[src/hw/rtl/etok_pkg.sv]
// etok_pkg: shared types and constants for the expression tokenizer.
// It holds the request and response structs, the token kind and error codes,
// and the push bundle that passes from the lexer to the response queue.
package etok_pkg;

   localparam int POS_WIDTH   = 32;
   localparam int VALUE_WIDTH = 63;
   localparam int QUEUE_DEPTH = 4;
   localparam int QPTR_WIDTH  = $clog2(QUEUE_DEPTH);
   localparam int QCNT_WIDTH  = $clog2(QUEUE_DEPTH + 1);

   typedef enum logic {
      CMD_BYTE = 1'b0,
      CMD_END  = 1'b1
   } command_type;

   typedef enum logic [4:0] {
      KIND_EOF    = 5'd0,
      KIND_BAD    = 5'd1,
      KIND_SPACE  = 5'd2,
      KIND_NUMBER = 5'd3,
      KIND_IDENT  = 5'd4,
      KIND_PLUS   = 5'd5,
      KIND_MINUS  = 5'd6,
      KIND_STAR   = 5'd7,
      KIND_SLASH  = 5'd8,
      KIND_LPAREN = 5'd9,
      KIND_RPAREN = 5'd10,
      KIND_BANG   = 5'd11,
      KIND_BANGEQ = 5'd12,
      KIND_ANDAND = 5'd13,
      KIND_OROR   = 5'd14,
      KIND_EQ     = 5'd15,
      KIND_EQEQ   = 5'd16
   } kind_type;

   typedef enum logic [1:0] {
      ERR_NONE     = 2'd0,
      ERR_BAD_CHAR = 2'd1,
      ERR_OVERFLOW = 2'd2
   } error_type;

   typedef struct packed {
      logic       command;
      logic [7:0] char_byte;
   } req_type;

   typedef struct packed {
      logic [4:0]             token_kind;
      logic [31:0]            start_position;
      logic [31:0]            token_length;
      logic [VALUE_WIDTH-1:0] number_value;
      logic [1:0]             error_code;
      logic [7:0]             offending_byte;
      logic                   run_last;
   } rsp_type;

   // Up to two tokens leave the lexer for one request; count says how many.
   typedef struct packed {
      logic [1:0] count;
      rsp_type    tok0;
      rsp_type    tok1;
   } push_type;

endpackage

[src/hw/rtl/etok_lexer.sv]
// etok_lexer: the tokenizer state and the single-pass logic that lexes one
// request byte or end command into zero, one or two tokens.
// Depends on etok_pkg for the request, response and push types.
module etok_lexer import etok_pkg::*; (
   input  logic     clock,
   input  logic     reset,
   input  logic     fire,
   input  req_type  req,
   output push_type push
);

   localparam logic [7:0] CH_SPACE  = 8'h20;
   localparam logic [7:0] CH_TAB    = 8'h09;
   localparam logic [7:0] CH_LF     = 8'h0A;
   localparam logic [7:0] CH_CR     = 8'h0D;
   localparam logic [7:0] CH_ZERO   = 8'h30;
   localparam logic [7:0] CH_NINE   = 8'h39;
   localparam logic [7:0] CH_LOW_A  = 8'h61;
   localparam logic [7:0] CH_LOW_Z  = 8'h7A;
   localparam logic [7:0] CH_UP_A   = 8'h41;
   localparam logic [7:0] CH_UP_Z   = 8'h5A;
   localparam logic [7:0] CH_UNDER  = 8'h5F;
   localparam logic [7:0] CH_BANG   = 8'h21;
   localparam logic [7:0] CH_EQUAL  = 8'h3D;
   localparam logic [7:0] CH_AMP    = 8'h26;
   localparam logic [7:0] CH_PIPE   = 8'h7C;
   localparam logic [7:0] CH_PLUS   = 8'h2B;
   localparam logic [7:0] CH_MINUS  = 8'h2D;
   localparam logic [7:0] CH_STAR   = 8'h2A;
   localparam logic [7:0] CH_SLASH  = 8'h2F;
   localparam logic [7:0] CH_LPAREN = 8'h28;
   localparam logic [7:0] CH_RPAREN = 8'h29;

   localparam int SUM_WIDTH = VALUE_WIDTH + 4;

   typedef enum logic [7:0] {
      MODE_IDLE   = 8'b0000_0001,
      MODE_SPACE  = 8'b0000_0010,
      MODE_NUMBER = 8'b0000_0100,
      MODE_IDENT  = 8'b0000_1000,
      MODE_BANG   = 8'b0001_0000,
      MODE_EQ     = 8'b0010_0000,
      MODE_AMP    = 8'b0100_0000,
      MODE_PIPE   = 8'b1000_0000
   } mode_type;

   mode_type               mode_ff, mode_in;
   logic [POS_WIDTH-1:0]   start_ff, start_in;
   logic [POS_WIDTH-1:0]   pos_ff, pos_in;
   logic [VALUE_WIDTH-1:0] acc_ff, acc_in;
   logic                   ovf_ff, ovf_in;
   logic                   ended_ff, ended_in;

   logic [7:0]             b;
   logic                   b_space, b_digit, b_letter;
   logic [POS_WIDTH-1:0]   run_len;
   logic [SUM_WIDTH-1:0]   acc_wide, acc_sum;
   logic                   flush_v, first_v, second_v;
   rsp_type                flush_tok, first_tok, second_tok;
   logic [1:0]             count;

   function automatic rsp_type make_tok(kind_type kind, logic [POS_WIDTH-1:0] start,
                                        logic [POS_WIDTH-1:0] len,
                                        logic [VALUE_WIDTH-1:0] value,
                                        error_type err, logic [7:0] byte_val);
      rsp_type t;
      t.token_kind     = kind;
      t.start_position = start[31:0];
      t.token_length   = len[31:0];
      t.number_value   = value;
      t.error_code     = err;
      t.offending_byte = byte_val;
      t.run_last       = 1'b0;
      return t;
   endfunction

   localparam logic [POS_WIDTH-1:0]   LEN_ONE = POS_WIDTH'(1);
   localparam logic [POS_WIDTH-1:0]   LEN_TWO = POS_WIDTH'(2);
   localparam logic [VALUE_WIDTH-1:0] VAL_ZERO = '0;

   assign b        = req.char_byte;
   assign b_space  = (b == CH_SPACE) || (b == CH_TAB) || (b == CH_LF) || (b == CH_CR);
   assign b_digit  = (b >= CH_ZERO) && (b <= CH_NINE);
   assign b_letter = ((b >= CH_LOW_A) && (b <= CH_LOW_Z)) ||
                     ((b >= CH_UP_A) && (b <= CH_UP_Z)) || (b == CH_UNDER);
   assign run_len  = pos_ff - start_ff;

   // Ten times the accumulator plus the digit, built from two shifts.
   assign acc_wide = {4'b0000, acc_ff};
   assign acc_sum  = (acc_wide << 3) + (acc_wide << 1) + {{(SUM_WIDTH-4){1'b0}}, b[3:0]};

   // Token for whatever is pending, ending just before the current position.
   always_comb begin
      flush_v   = 1'b1;
      flush_tok = make_tok(KIND_EOF, start_ff, run_len, VAL_ZERO, ERR_NONE, 8'h00);
      case (mode_ff)
         MODE_SPACE: begin
            flush_tok = make_tok(KIND_SPACE, start_ff, run_len, VAL_ZERO, ERR_NONE, 8'h00);
         end
         MODE_NUMBER: begin
            if (ovf_ff) begin
               flush_tok = make_tok(KIND_NUMBER, start_ff, run_len, VAL_ZERO,
                                    ERR_OVERFLOW, 8'h00);
            end else begin
               flush_tok = make_tok(KIND_NUMBER, start_ff, run_len, acc_ff,
                                    ERR_NONE, 8'h00);
            end
         end
         MODE_IDENT: begin
            flush_tok = make_tok(KIND_IDENT, start_ff, run_len, VAL_ZERO, ERR_NONE, 8'h00);
         end
         MODE_BANG: begin
            flush_tok = make_tok(KIND_BANG, start_ff, LEN_ONE, VAL_ZERO, ERR_NONE, 8'h00);
         end
         MODE_EQ: begin
            flush_tok = make_tok(KIND_EQ, start_ff, LEN_ONE, VAL_ZERO, ERR_NONE, 8'h00);
         end
         MODE_AMP: begin
            flush_tok = make_tok(KIND_BAD, start_ff, LEN_ONE, VAL_ZERO, ERR_BAD_CHAR, CH_AMP);
         end
         MODE_PIPE: begin
            flush_tok = make_tok(KIND_BAD, start_ff, LEN_ONE, VAL_ZERO, ERR_BAD_CHAR, CH_PIPE);
         end
         default: begin
            flush_v = 1'b0;
         end
      endcase
   end

   // Main lexing step. The first slot carries a flushed or paired token, the
   // second one a token that the current byte finishes by itself.
   always_comb begin
      logic done;
      done       = 1'b0;
      mode_in    = mode_ff;
      start_in   = start_ff;
      pos_in     = pos_ff;
      acc_in     = acc_ff;
      ovf_in     = ovf_ff;
      ended_in   = ended_ff;
      first_v    = 1'b0;
      first_tok  = flush_tok;
      second_v   = 1'b0;
      second_tok = make_tok(KIND_EOF, pos_ff, '0, VAL_ZERO, ERR_NONE, 8'h00);

      if (req.command == CMD_END) begin
         first_v  = flush_v;
         second_v = 1'b1;
         mode_in  = MODE_IDLE;
         ended_in = 1'b1;
      end else if (!ended_ff) begin
         case (mode_ff)
            MODE_SPACE: begin
               done = b_space;
            end
            MODE_NUMBER: begin
               if (b_digit) begin
                  done = 1'b1;
                  if (!ovf_ff) begin
                     if (acc_sum[SUM_WIDTH-1:VALUE_WIDTH] != '0) begin
                        ovf_in = 1'b1;
                        acc_in = '0;
                     end else begin
                        acc_in = acc_sum[VALUE_WIDTH-1:0];
                     end
                  end
               end
            end
            MODE_IDENT: begin
               done = b_letter || b_digit;
            end
            MODE_BANG: begin
               if (b == CH_EQUAL) begin
                  done      = 1'b1;
                  first_v   = 1'b1;
                  first_tok = make_tok(KIND_BANGEQ, start_ff, LEN_TWO, VAL_ZERO,
                                       ERR_NONE, 8'h00);
               end
            end
            MODE_EQ: begin
               if (b == CH_EQUAL) begin
                  done      = 1'b1;
                  first_v   = 1'b1;
                  first_tok = make_tok(KIND_EQEQ, start_ff, LEN_TWO, VAL_ZERO,
                                       ERR_NONE, 8'h00);
               end
            end
            MODE_AMP: begin
               if (b == CH_AMP) begin
                  done      = 1'b1;
                  first_v   = 1'b1;
                  first_tok = make_tok(KIND_ANDAND, start_ff, LEN_TWO, VAL_ZERO,
                                       ERR_NONE, 8'h00);
               end
            end
            MODE_PIPE: begin
               if (b == CH_PIPE) begin
                  done      = 1'b1;
                  first_v   = 1'b1;
                  first_tok = make_tok(KIND_OROR, start_ff, LEN_TWO, VAL_ZERO,
                                       ERR_NONE, 8'h00);
               end
            end
            default: begin
               done = 1'b0;
            end
         endcase

         if (first_v) begin
            mode_in = MODE_IDLE;
         end

         if (!done) begin
            // Close what was pending, then lex this byte fresh.
            first_v  = flush_v;
            start_in = pos_ff;
            mode_in  = MODE_IDLE;
            if (b_space) begin
               mode_in = MODE_SPACE;
            end else if (b_digit) begin
               mode_in = MODE_NUMBER;
               acc_in  = {{(VALUE_WIDTH-4){1'b0}}, b[3:0]};
               ovf_in  = 1'b0;
            end else if (b_letter) begin
               mode_in = MODE_IDENT;
            end else if (b == CH_BANG) begin
               mode_in = MODE_BANG;
            end else if (b == CH_EQUAL) begin
               mode_in = MODE_EQ;
            end else if (b == CH_AMP) begin
               mode_in = MODE_AMP;
            end else if (b == CH_PIPE) begin
               mode_in = MODE_PIPE;
            end else begin
               second_v = 1'b1;
               case (b)
                  CH_PLUS:   second_tok = make_tok(KIND_PLUS, pos_ff, LEN_ONE, VAL_ZERO,
                                                   ERR_NONE, 8'h00);
                  CH_MINUS:  second_tok = make_tok(KIND_MINUS, pos_ff, LEN_ONE, VAL_ZERO,
                                                   ERR_NONE, 8'h00);
                  CH_STAR:   second_tok = make_tok(KIND_STAR, pos_ff, LEN_ONE, VAL_ZERO,
                                                   ERR_NONE, 8'h00);
                  CH_SLASH:  second_tok = make_tok(KIND_SLASH, pos_ff, LEN_ONE, VAL_ZERO,
                                                   ERR_NONE, 8'h00);
                  CH_LPAREN: second_tok = make_tok(KIND_LPAREN, pos_ff, LEN_ONE, VAL_ZERO,
                                                   ERR_NONE, 8'h00);
                  CH_RPAREN: second_tok = make_tok(KIND_RPAREN, pos_ff, LEN_ONE, VAL_ZERO,
                                                   ERR_NONE, 8'h00);
                  default:   second_tok = make_tok(KIND_BAD, pos_ff, LEN_ONE, VAL_ZERO,
                                                   ERR_BAD_CHAR, b);
               endcase
            end
         end
         pos_in = pos_ff + LEN_ONE;
      end
   end

   // Pack the tokens to the front and mark the last one of the request.
   always_comb begin
      count     = {1'b0, first_v} + {1'b0, second_v};
      push.tok1 = second_tok;
      if (first_v) begin
         push.tok0 = first_tok;
      end else begin
         push.tok0 = second_tok;
      end
      if (count == 2'd2) begin
         push.tok1.run_last = 1'b1;
      end else begin
         push.tok0.run_last = 1'b1;
      end
      push.count = fire ? count : 2'd0;
   end

   always_ff @(posedge clock) begin
      if (reset) begin
         mode_ff  <= MODE_IDLE;
         start_ff <= '0;
         pos_ff   <= '0;
         acc_ff   <= '0;
         ovf_ff   <= 1'b0;
         ended_ff <= 1'b0;
      end else if (fire) begin
         mode_ff  <= mode_in;
         start_ff <= start_in;
         pos_ff   <= pos_in;
         acc_ff   <= acc_in;
         ovf_ff   <= ovf_in;
         ended_ff <= ended_in;
      end
   end

endmodule

[src/hw/rtl/etok_queue.sv]
// etok_queue: small response queue that takes up to two tokens a cycle from
// the lexer and hands out one a cycle unless stalled. Depends on etok_pkg.
module etok_queue import etok_pkg::*; (
   input  logic     clock,
   input  logic     reset,
   input  push_type push,
   output logic     room,
   output logic     rsp_valid,
   input  logic     rsp_stall,
   output rsp_type  rsp_data
);

   rsp_type                entry_ff [QUEUE_DEPTH];
   logic [QPTR_WIDTH-1:0]  wr_ptr_ff, wr_ptr_in;
   logic [QPTR_WIDTH-1:0]  rd_ptr_ff, rd_ptr_in;
   logic [QCNT_WIDTH-1:0]  count_ff, count_in;
   logic                   pop;
   logic [QPTR_WIDTH-1:0]  wr_next;

   // Room for a full pair of tokens, judged before this cycle's pop.
   assign room      = count_ff <= QCNT_WIDTH'(QUEUE_DEPTH - 2);
   assign rsp_valid = count_ff != '0;
   assign rsp_data  = entry_ff[rd_ptr_ff];
   assign pop       = rsp_valid && !rsp_stall;
   assign wr_next   = wr_ptr_ff + QPTR_WIDTH'(1);

   always_comb begin
      wr_ptr_in = wr_ptr_ff + QPTR_WIDTH'(push.count);
      rd_ptr_in = rd_ptr_ff + QPTR_WIDTH'(pop);
      count_in  = count_ff + QCNT_WIDTH'(push.count) - QCNT_WIDTH'(pop);
   end

   always_ff @(posedge clock) begin
      if (push.count != 2'd0) begin
         entry_ff[wr_ptr_ff] <= push.tok0;
      end
      if (push.count == 2'd2) begin
         entry_ff[wr_next] <= push.tok1;
      end
   end

   always_ff @(posedge clock) begin
      if (reset) begin
         wr_ptr_ff <= '0;
         rd_ptr_ff <= '0;
         count_ff  <= '0;
      end else begin
         wr_ptr_ff <= wr_ptr_in;
         rd_ptr_ff <= rd_ptr_in;
         count_ff  <= count_in;
      end
   end

endmodule

[src/hw/rtl/expression_tokenizer.sv]
// expression_tokenizer: top level of the streaming tokenizer.
// Instantiates etok_lexer and etok_queue and uses the types of etok_pkg.

// The tokenizer takes source text as a stream of requests, one byte each,
// closed by an end command, and returns tokens on the response channel:
// whitespace runs, decimal numbers with their value, identifiers, the single
// operators + - * / ( ), and the pairs ! or !=, = or ==, && and ||. A lone
// ampersand, a lone pipe or any other byte becomes a one-byte bad token that
// carries the byte. A multi-byte token is held until a byte arrives that
// cannot extend it, so one request returns zero, one or two tokens; run_last
// marks the last token of each request. The end command flushes what is
// pending and then returns an end token; bytes after it are dropped. A
// request is taken into an input register, lexed against the token state,
// and its tokens are written into a four-entry response queue. The block
// accepts one request per clock while the queue has room for two more tokens;
// the response side drains one token per clock while not stalled, so a steady
// stream of requests that each yield one token runs at one request per clock,
// and the response rate alone bounds a text that yields more tokens.
module expression_tokenizer import etok_pkg::*; (
   input  logic    clock,
   input  logic    reset,
   input  logic    req_valid,
   output logic    req_stall,
   input  req_type req_data,
   output logic    rsp_valid,
   input  logic    rsp_stall,
   output rsp_type rsp_data
);

   logic     req_valid_ff, req_valid_in;
   req_type  req_data_ff;
   logic     room;
   logic     fire;
   push_type push;

   // The held request is lexed as soon as the queue can take both of its
   // possible tokens. The stall toward the sender depends on registers only.
   assign fire         = req_valid_ff && room;
   assign req_stall    = req_valid_ff && !room;
   assign req_valid_in = req_stall ? req_valid_ff : req_valid;

   always_ff @(posedge clock) begin
      if (reset) begin
         req_valid_ff <= 1'b0;
      end else begin
         req_valid_ff <= req_valid_in;
      end
   end

   // The payload register needs no reset; it loads on every accepted request.
   always_ff @(posedge clock) begin
      if (req_valid && !req_stall) begin
         req_data_ff <= req_data;
      end
   end

   etok_lexer u_lexer (
      .clock (clock),
      .reset (reset),
      .fire  (fire),
      .req   (req_data_ff),
      .push  (push)
   );

   etok_queue u_queue (
      .clock     (clock),
      .reset     (reset),
      .push      (push),
      .room      (room),
      .rsp_valid (rsp_valid),
      .rsp_stall (rsp_stall),
      .rsp_data  (rsp_data)
   );

endmodule
[config.mk]
export PLATFORM = sky130hd
export DESIGN_NAME = expression_tokenizer
export DESIGN_NICKNAME = d
export VERILOG_FILES = /design/src/hw/rtl/etok_pkg.sv /design/src/hw/rtl/etok_lexer.sv /design/src/hw/rtl/etok_queue.sv /design/src/hw/rtl/expression_tokenizer.sv
export SDC_FILE = /design/constraint.sdc
export NUM_CORES = 2
export LEC_CHECK = 0
export BUFFER_PORTS_ARGS = -buffer_cell sky130_fd_sc_hd__clkbuf_2
export CELL_PAD_IN_SITES_DETAIL_PLACEMENT = 1
export CELL_PAD_IN_SITES_GLOBAL_PLACEMENT = 2
export CORE_MARGIN = 2
export CORE_UTILIZATION = 35
export CTS_CLUSTER_SIZE = 40
export DETAILED_ROUTE_END_ITERATION = 7
export GPL_TIMING_DRIVEN = 1
export MAX_ROUTING_LAYER = met4
export PLACE_DENSITY = 0.69
export SYNTH_ARGS = -nofsm -noshare
export SYNTH_HDL_FRONTEND = slang
export SYNTH_SLANG_ARGS = --single-unit
[constraint.sdc]
create_clock -name clock -period 7.2 [get_ports clock]
set_input_delay 1.08 -clock clock [delete_from_list [all_inputs] [get_ports clock]]
set_output_delay 1.08 -clock clock [all_outputs]
set_load 0.01 [all_outputs]
After elaboration in Yosys (flattened, before gate mapping):

Memories as Yosys holds them, arrays and structs flattened. A register that Yosys moved wholly into a read port is not among the register bits.
Index checks and enable logic that the tools add are counted.

* output and inout port bits: 145
* register bits: 154
* bits in writable memories: 572
* logic and storage cells: 162
* input bits: 13
* memories: 1

Memories
* u_queue.entry_ff: words 4, width 143, read ports 1, clocked after Yosys merged registers in 1, wr ports 2, line etok_queue.sv:13 `rsp_type entry_ff [QUEUE_DEPTH];`

* $add $sub $neg: 10
* magnitude comparators: 7
* muxes and demuxes: 78
* eq/ne operators: 26
* reductions and logical operators: 25
* bitwise logic cells: 3

Operators with widths (count)
* two-way mux 143 bit: 14
* case mux 142 bit (7 select lines): 1
* case mux 142 bit (6 select lines): 1
* case mux 143 bit (4 select lines): 1
* two-way mux 63 bit: 7
* two-way mux 142 bit: 3
* == test 8 x 6 -> 1 bit (second input constant): 11
* two-way mux 8 bit: 11
* two-way mux 74 bit: 1
* adder 66 x 64 -> 67 bit: 1
* adder 67 x 4 -> 67 bit: 1
* two-way mux 1 bit: 35
* adder 32 x 1 -> 32 bit (second input constant): 1
* == test 8 x 4 -> 1 bit (second input constant): 4
* subtractor 32 bit: 1
* == test 8 x 7 -> 1 bit (second input constant): 3
* greater-or-equal comparator 8 x 7 -> 1 bit (second input constant): 2
* <= comparator 8 x 7 -> 1 bit (second input constant): 2
* == test 8 x 2 -> 1 bit (second input constant): 1
* == test 8 x 3 -> 1 bit (second input constant): 1
* == test 8 x 5 -> 1 bit (second input constant): 1
* == test 8 bit (second input constant): 1
* greater-or-equal comparator 8 x 6 -> 1 bit (second input constant): 1
* <= comparator 8 x 6 -> 1 bit (second input constant): 1
* 25 further kinds: 43

Longest topological paths before layout:

* depth after elaboration: 16
* gate-level depth with buffers: 21
* mapped depth without buffers: 17

By module:

A second synthesis with hierarchy kept.

* cells, all modules: 3305
* area total of the unflattened synthesis: 42075.4 µm²

By module, submodules not included
* etok_queue: area each 27796.7 µm², sequential area each 17316.6 µm², cells each 1432, times used 1
* etok_lexer: area each 13952.1 µm², sequential area each 2742.6 µm², cells each 1859, times used 1
* expression_tokenizer: area each 326.6 µm², sequential area each 290.3 µm², cells each 14, times used 1

Worst setup path after synthesis:

No wires, ideal clock.

* path type: register to register
* start: reg req_data_ff[0] in the netlist's numbering
* end: mem u_queue.entry_ff[1][0] in the netlist's numbering (enable)
* clock period less this slack: 5131 ps
* library setup time: 401 ps
* setup slack: 2069 ps
* data required time: 6799 ps
* path buffers: 6
* cell stages (with the launch flop): 21
* arrival: 4730 ps
* path through: edfxtp_1 > buf_2 > nor3_1 > nor3b_2 > o31ai_1 > a311oi_2 > nor3_2 > o21ba_2 > a21o_1 > inv_2 > buf_4 > ha_1 > clkbuf_1 > nor2_1 > nor2_1 > and2_1 > clkbuf_1 > nor2_1 > clkbuf_1 > buf_1 > inv_1

RTL lines
* from (decl): line expression_tokenizer.sv:31 `req_type req_data_ff;`
* from (signal assigned): line expression_tokenizer.sv:53 `req_data_ff <= req_data;`
* to (decl): line etok_queue.sv:13

==> metrics.md <==
| Metric | Value |
|---|---|
| Reg2reg end | u_queue.entry_ff[1][82] |
| Average cell area after synthesis | between 10 and 15 um2 |
| CP startpoint | req_data_ff[1] |
| Fmax | 174 MHz |
| Share of the synthesized area in the top cell type | 0.302 |
| Post-CTS sizing | 0 |
| Register bit total from synthesis | a little over 700 |
| RD Place Congestion | 0.884 |
| Max-Cap Viols | 0 |
| Wire length per cell | about 25 um |
| Clk pwr share | 0.432 |
| IO Pins | roughly 160 |
| Worst vdd ir | around 0.23 mV |
| Sequential Power Share | 0.437 |
| H-tree levels | 3 |
| Worst Setup EP | u_queue.entry_ff[1][82] |
| Initial Utilization | 0.352 |
| Die ar. | about 100,000 um2 |
| Switching power | 2680 uW |
| Top-count cell post-synth | dfxtp_1 |
| DRT iter0 DRCs | roughly 1,700 |
| Tightest Pin Transition | 1110 ps |
| Crit start category | flop |
| Final hold viol count | 0 |
| Antenna-violating nets left | 0 |
| CP Data Required Time | just under 8000 ps |
| Layout area overhead | 12.9% |
| Slack of the worst reg-to-reg path | roughly 1500 ps |
| Unrepaired setup endpoints after global routing | false |
| Diodes inserted | 0 |
| Core area | approximately 100,000 um2 |
| Async SR Flop Fraction | 0 |
| Synth cell types | 94 |
| Clock Latency Late Sink | approximately 670 ps |
| Pwr per Cell Area | roughly 250 nW/um2 |
| Layout cell share with drive strength beyond 1 | 0.150 |
| Overflow after GRT | 0 |
| CTS sink count | 726 |
| Crit path capture type | flop |
| Vias/cell | ~5.8 |
| Leak | approximately 0.015 uW |
| Rows | roughly 120 |
| Synth area leaders | dfxtp_1 (30%), edfxtp_1 (17%), mux4_2 (9.2%), a22o_1 (8.1%), ha_1 (5.7%) |
| Worst Slack Setup Final | 1470 ps |
| CTS max path bufs | 3 |
| Largest net degree at the start of global routing | 99 |
| R2R depth | 17 |
| Port bufs | about 160 |
| Number of global-route vias before repair | 29,600 |
| CTS tree | done |
| Number of synthesized flops with an enable pin | around 200 |
| Clock root buffer | clkbuf_16 |
| Fin crit share | 0.796 |
| Die Width | around 320 um |
| Yosys Warn Count | 0 |
| Worst reg2reg startpoint | req_data_ff[1] |
| TNS Setup | 0 ps |
| Status | completed |
| Slew Viols, Final | 0 |
| Die H | ~320 um |
| Final setup viols | 0 |
| Net count after synthesis | 3,531 |
| Final nets | around 3,600 |
| Cts bufs inserted | 85 |
| Final WL | ~120,000 um |
| Global-route wire length before repair | 182,000 um |
| Post-CTS setup buffer count | 0 |
| Hold-fix buffers at CTS | 0 |
| Slew headroom | 0.255 |
| Sw Ratio | 0.270 |
| WS Path Type | reg2reg |
| First-pass DRT Iterations | 5 |
| Antenna violations before repair | 3 |
| Syn Inst Count | roughly 3,400 |
| Hold Path Class | reg2reg |
| Commonest cells in the netlist | dfxtp_1 (529), nand2_1 (475), a22o_1 (325) |
| Hold WS | 449 ps |
| DR DRC count | 0 |
| Worst slack, placed | approximately 1500 ps |
| Placed cell area | ~37,000 um2 |
| Worst Path Max Fanout | 60 |
| Setup Skew | 34.0 ps |
| Clock-pin transition on the worst setup and hold timing paths | ~60 ps |
| Area of the mapped netlist | between 30,000 and 40,000 um2 |
| Post-synth top flop | dfxtp_1 |
| CP arrival | around 6300 ps |
| Minimum clock period | 5730 ps |
| Combinational cell fraction of total power | 0.131 |
| Internal | approximately 7300 uW |
| Yosys top cell by area | dfxtp_1 |
| Finished Cell Area | around 40,000 um2 |
| Via count | about 27,000 |
| HPWL Detailed | just under 80,000 um |
| Seq/Total Area, Yosys | 0.470 |
| GRT Util Overall | 0.236 |
-- worst min-delay path by stage --
stage          slack, ps                       end  depth (start not counted)                      from
6_report             450   u_queue.entry_ff[0][93]                          2   u_queue.entry_ff[0][93]
3_3_place_gp         430   u_queue.entry_ff[2][90]                          2   u_queue.entry_ff[2][90]
5_1_grt              470      u_lexer.start_ff[25]                          2      u_lexer.start_ff[25]
3_5_place_dp         440   u_queue.entry_ff[2][76]                          2   u_queue.entry_ff[2][76]
2_1_floorplan        420  u_queue.entry_ff[1][100]                          2  u_queue.entry_ff[1][100]
4_1_cts              460   u_queue.entry_ff[2][76]                          2   u_queue.entry_ff[2][76]
-- flip-flops by register name, indices dropped and copies added, names as in the netlist --
register and cells:
u_lexer.mode_ff 8, req_data_ff 9, req_valid_ff 1, u_lexer.pos_ff 32, u_queue.rd_ptr_ff 2, u_lexer.ended_ff 1
u_lexer.start_ff 32, u_lexer.acc_ff 63, u_queue.count_ff 3, u_queue.entry_ff 572, u_lexer.ovf_ff 1, u_queue.wr_ptr_ff 2
-- worst max-delay path, cell delays in order (launching register included) --
cell and delay [ps]:
edfxtp_1 620, or3b_1 410, a211o_1 320, a21oi_1 240
a21boi_1 140, nor3_2 330, o21ba_2 230, a21o_1 370
inv_2 240, ha_1 430, nor2_1 150, nor2_1 130
and2_1 280, nor2_4 160, buf_4 500, buf_4 790
nand2_1 150, o21ai_0 120
-- layout by cell type (no fill, tap or decap), types with 13 or more instances in the layout --
master       n
clkbuf_16   86
a21oi_1    156
nand2_1    471
o22ai_1     55
nor4_1      14
o21bai_1    19
xor2_1      57
a21o_1      32
a22o_1     325
nor2b_1     18
xnor2_1     67
mux4_2     143
o21ai_1     13
nand3_1     34
or3_1       14
clkbuf_1    29
nor3_1      29
nand2b_1    15
inv_1       70
o21ai_0    318
ha_1       160
dfxtp_1    527
buf_4       37
and3_1      22
a31oi_1     15
edfxtp_1   197
o21a_1      15
nand4_1     28
nor2_1     131
a211oi_1    13
clkbuf_2   156
-- stage by stage --
stage | total power (uW) | util | std cells
final | 9950 | 0.398 | 4770
after global routing | 10300 | 0.398 | 4770
after CTS | 10100 | 0.398 | 4770
after detailed placement | 5770 | 0.370 | 4613
after global placement | 5760 | 0.370 | 4613
after floorplan | 5250 | - | 3354
-- kinds of logic (layout without fill, tap and decap cells) --
kind of cell	count (synthesis)	after routing	share of synthesized area
AOI/OAI and AO/OA	1056	1056	0.204
and+or+nand+nor	830	830	0.105
DFF	726	726	0.470
buffers and inverters	311	429	0.0390
adders and majority gates	164	164	0.0593
muxes	143	143	0.0917
xor gates and xnor gates	124	124	0.0309
-- power groups by stage --
| stage | Clock, uW | Combinational [uW] | Sequential [uW] |
|---|---|---|---|
| 6_report | 4300 | 1300 | 4350 |
| 5_1_grt | 4560 | 1390 | 4360 |
| 4_1_cts | 4410 | 1340 | 4350 |
| 3_5_place_dp | 0 | 1330 | 4440 |
| 3_3_place_gp | 0 | 1330 | 4430 |
| 2_1_floorplan | 0 | 889 | 4360 |
-- layout make-up --
type	count	area, um2
inverter	75	282
fill	11000	60100
sequential	726	16500
timing repair buffer	197	1120
tap	1298	1620
clock buffer	126	2410
clock inverter	31	355
multi-input combinational	2317	17300
-- layer usage --
metal	GRT usage	share of wire
met2	0.424	0.52
met5	-	0
met4	0.0659	0.025
met1	0.277	0.42
met3	0.0254	0.029
No activity file was read; power rests on OpenSTA's default activity.
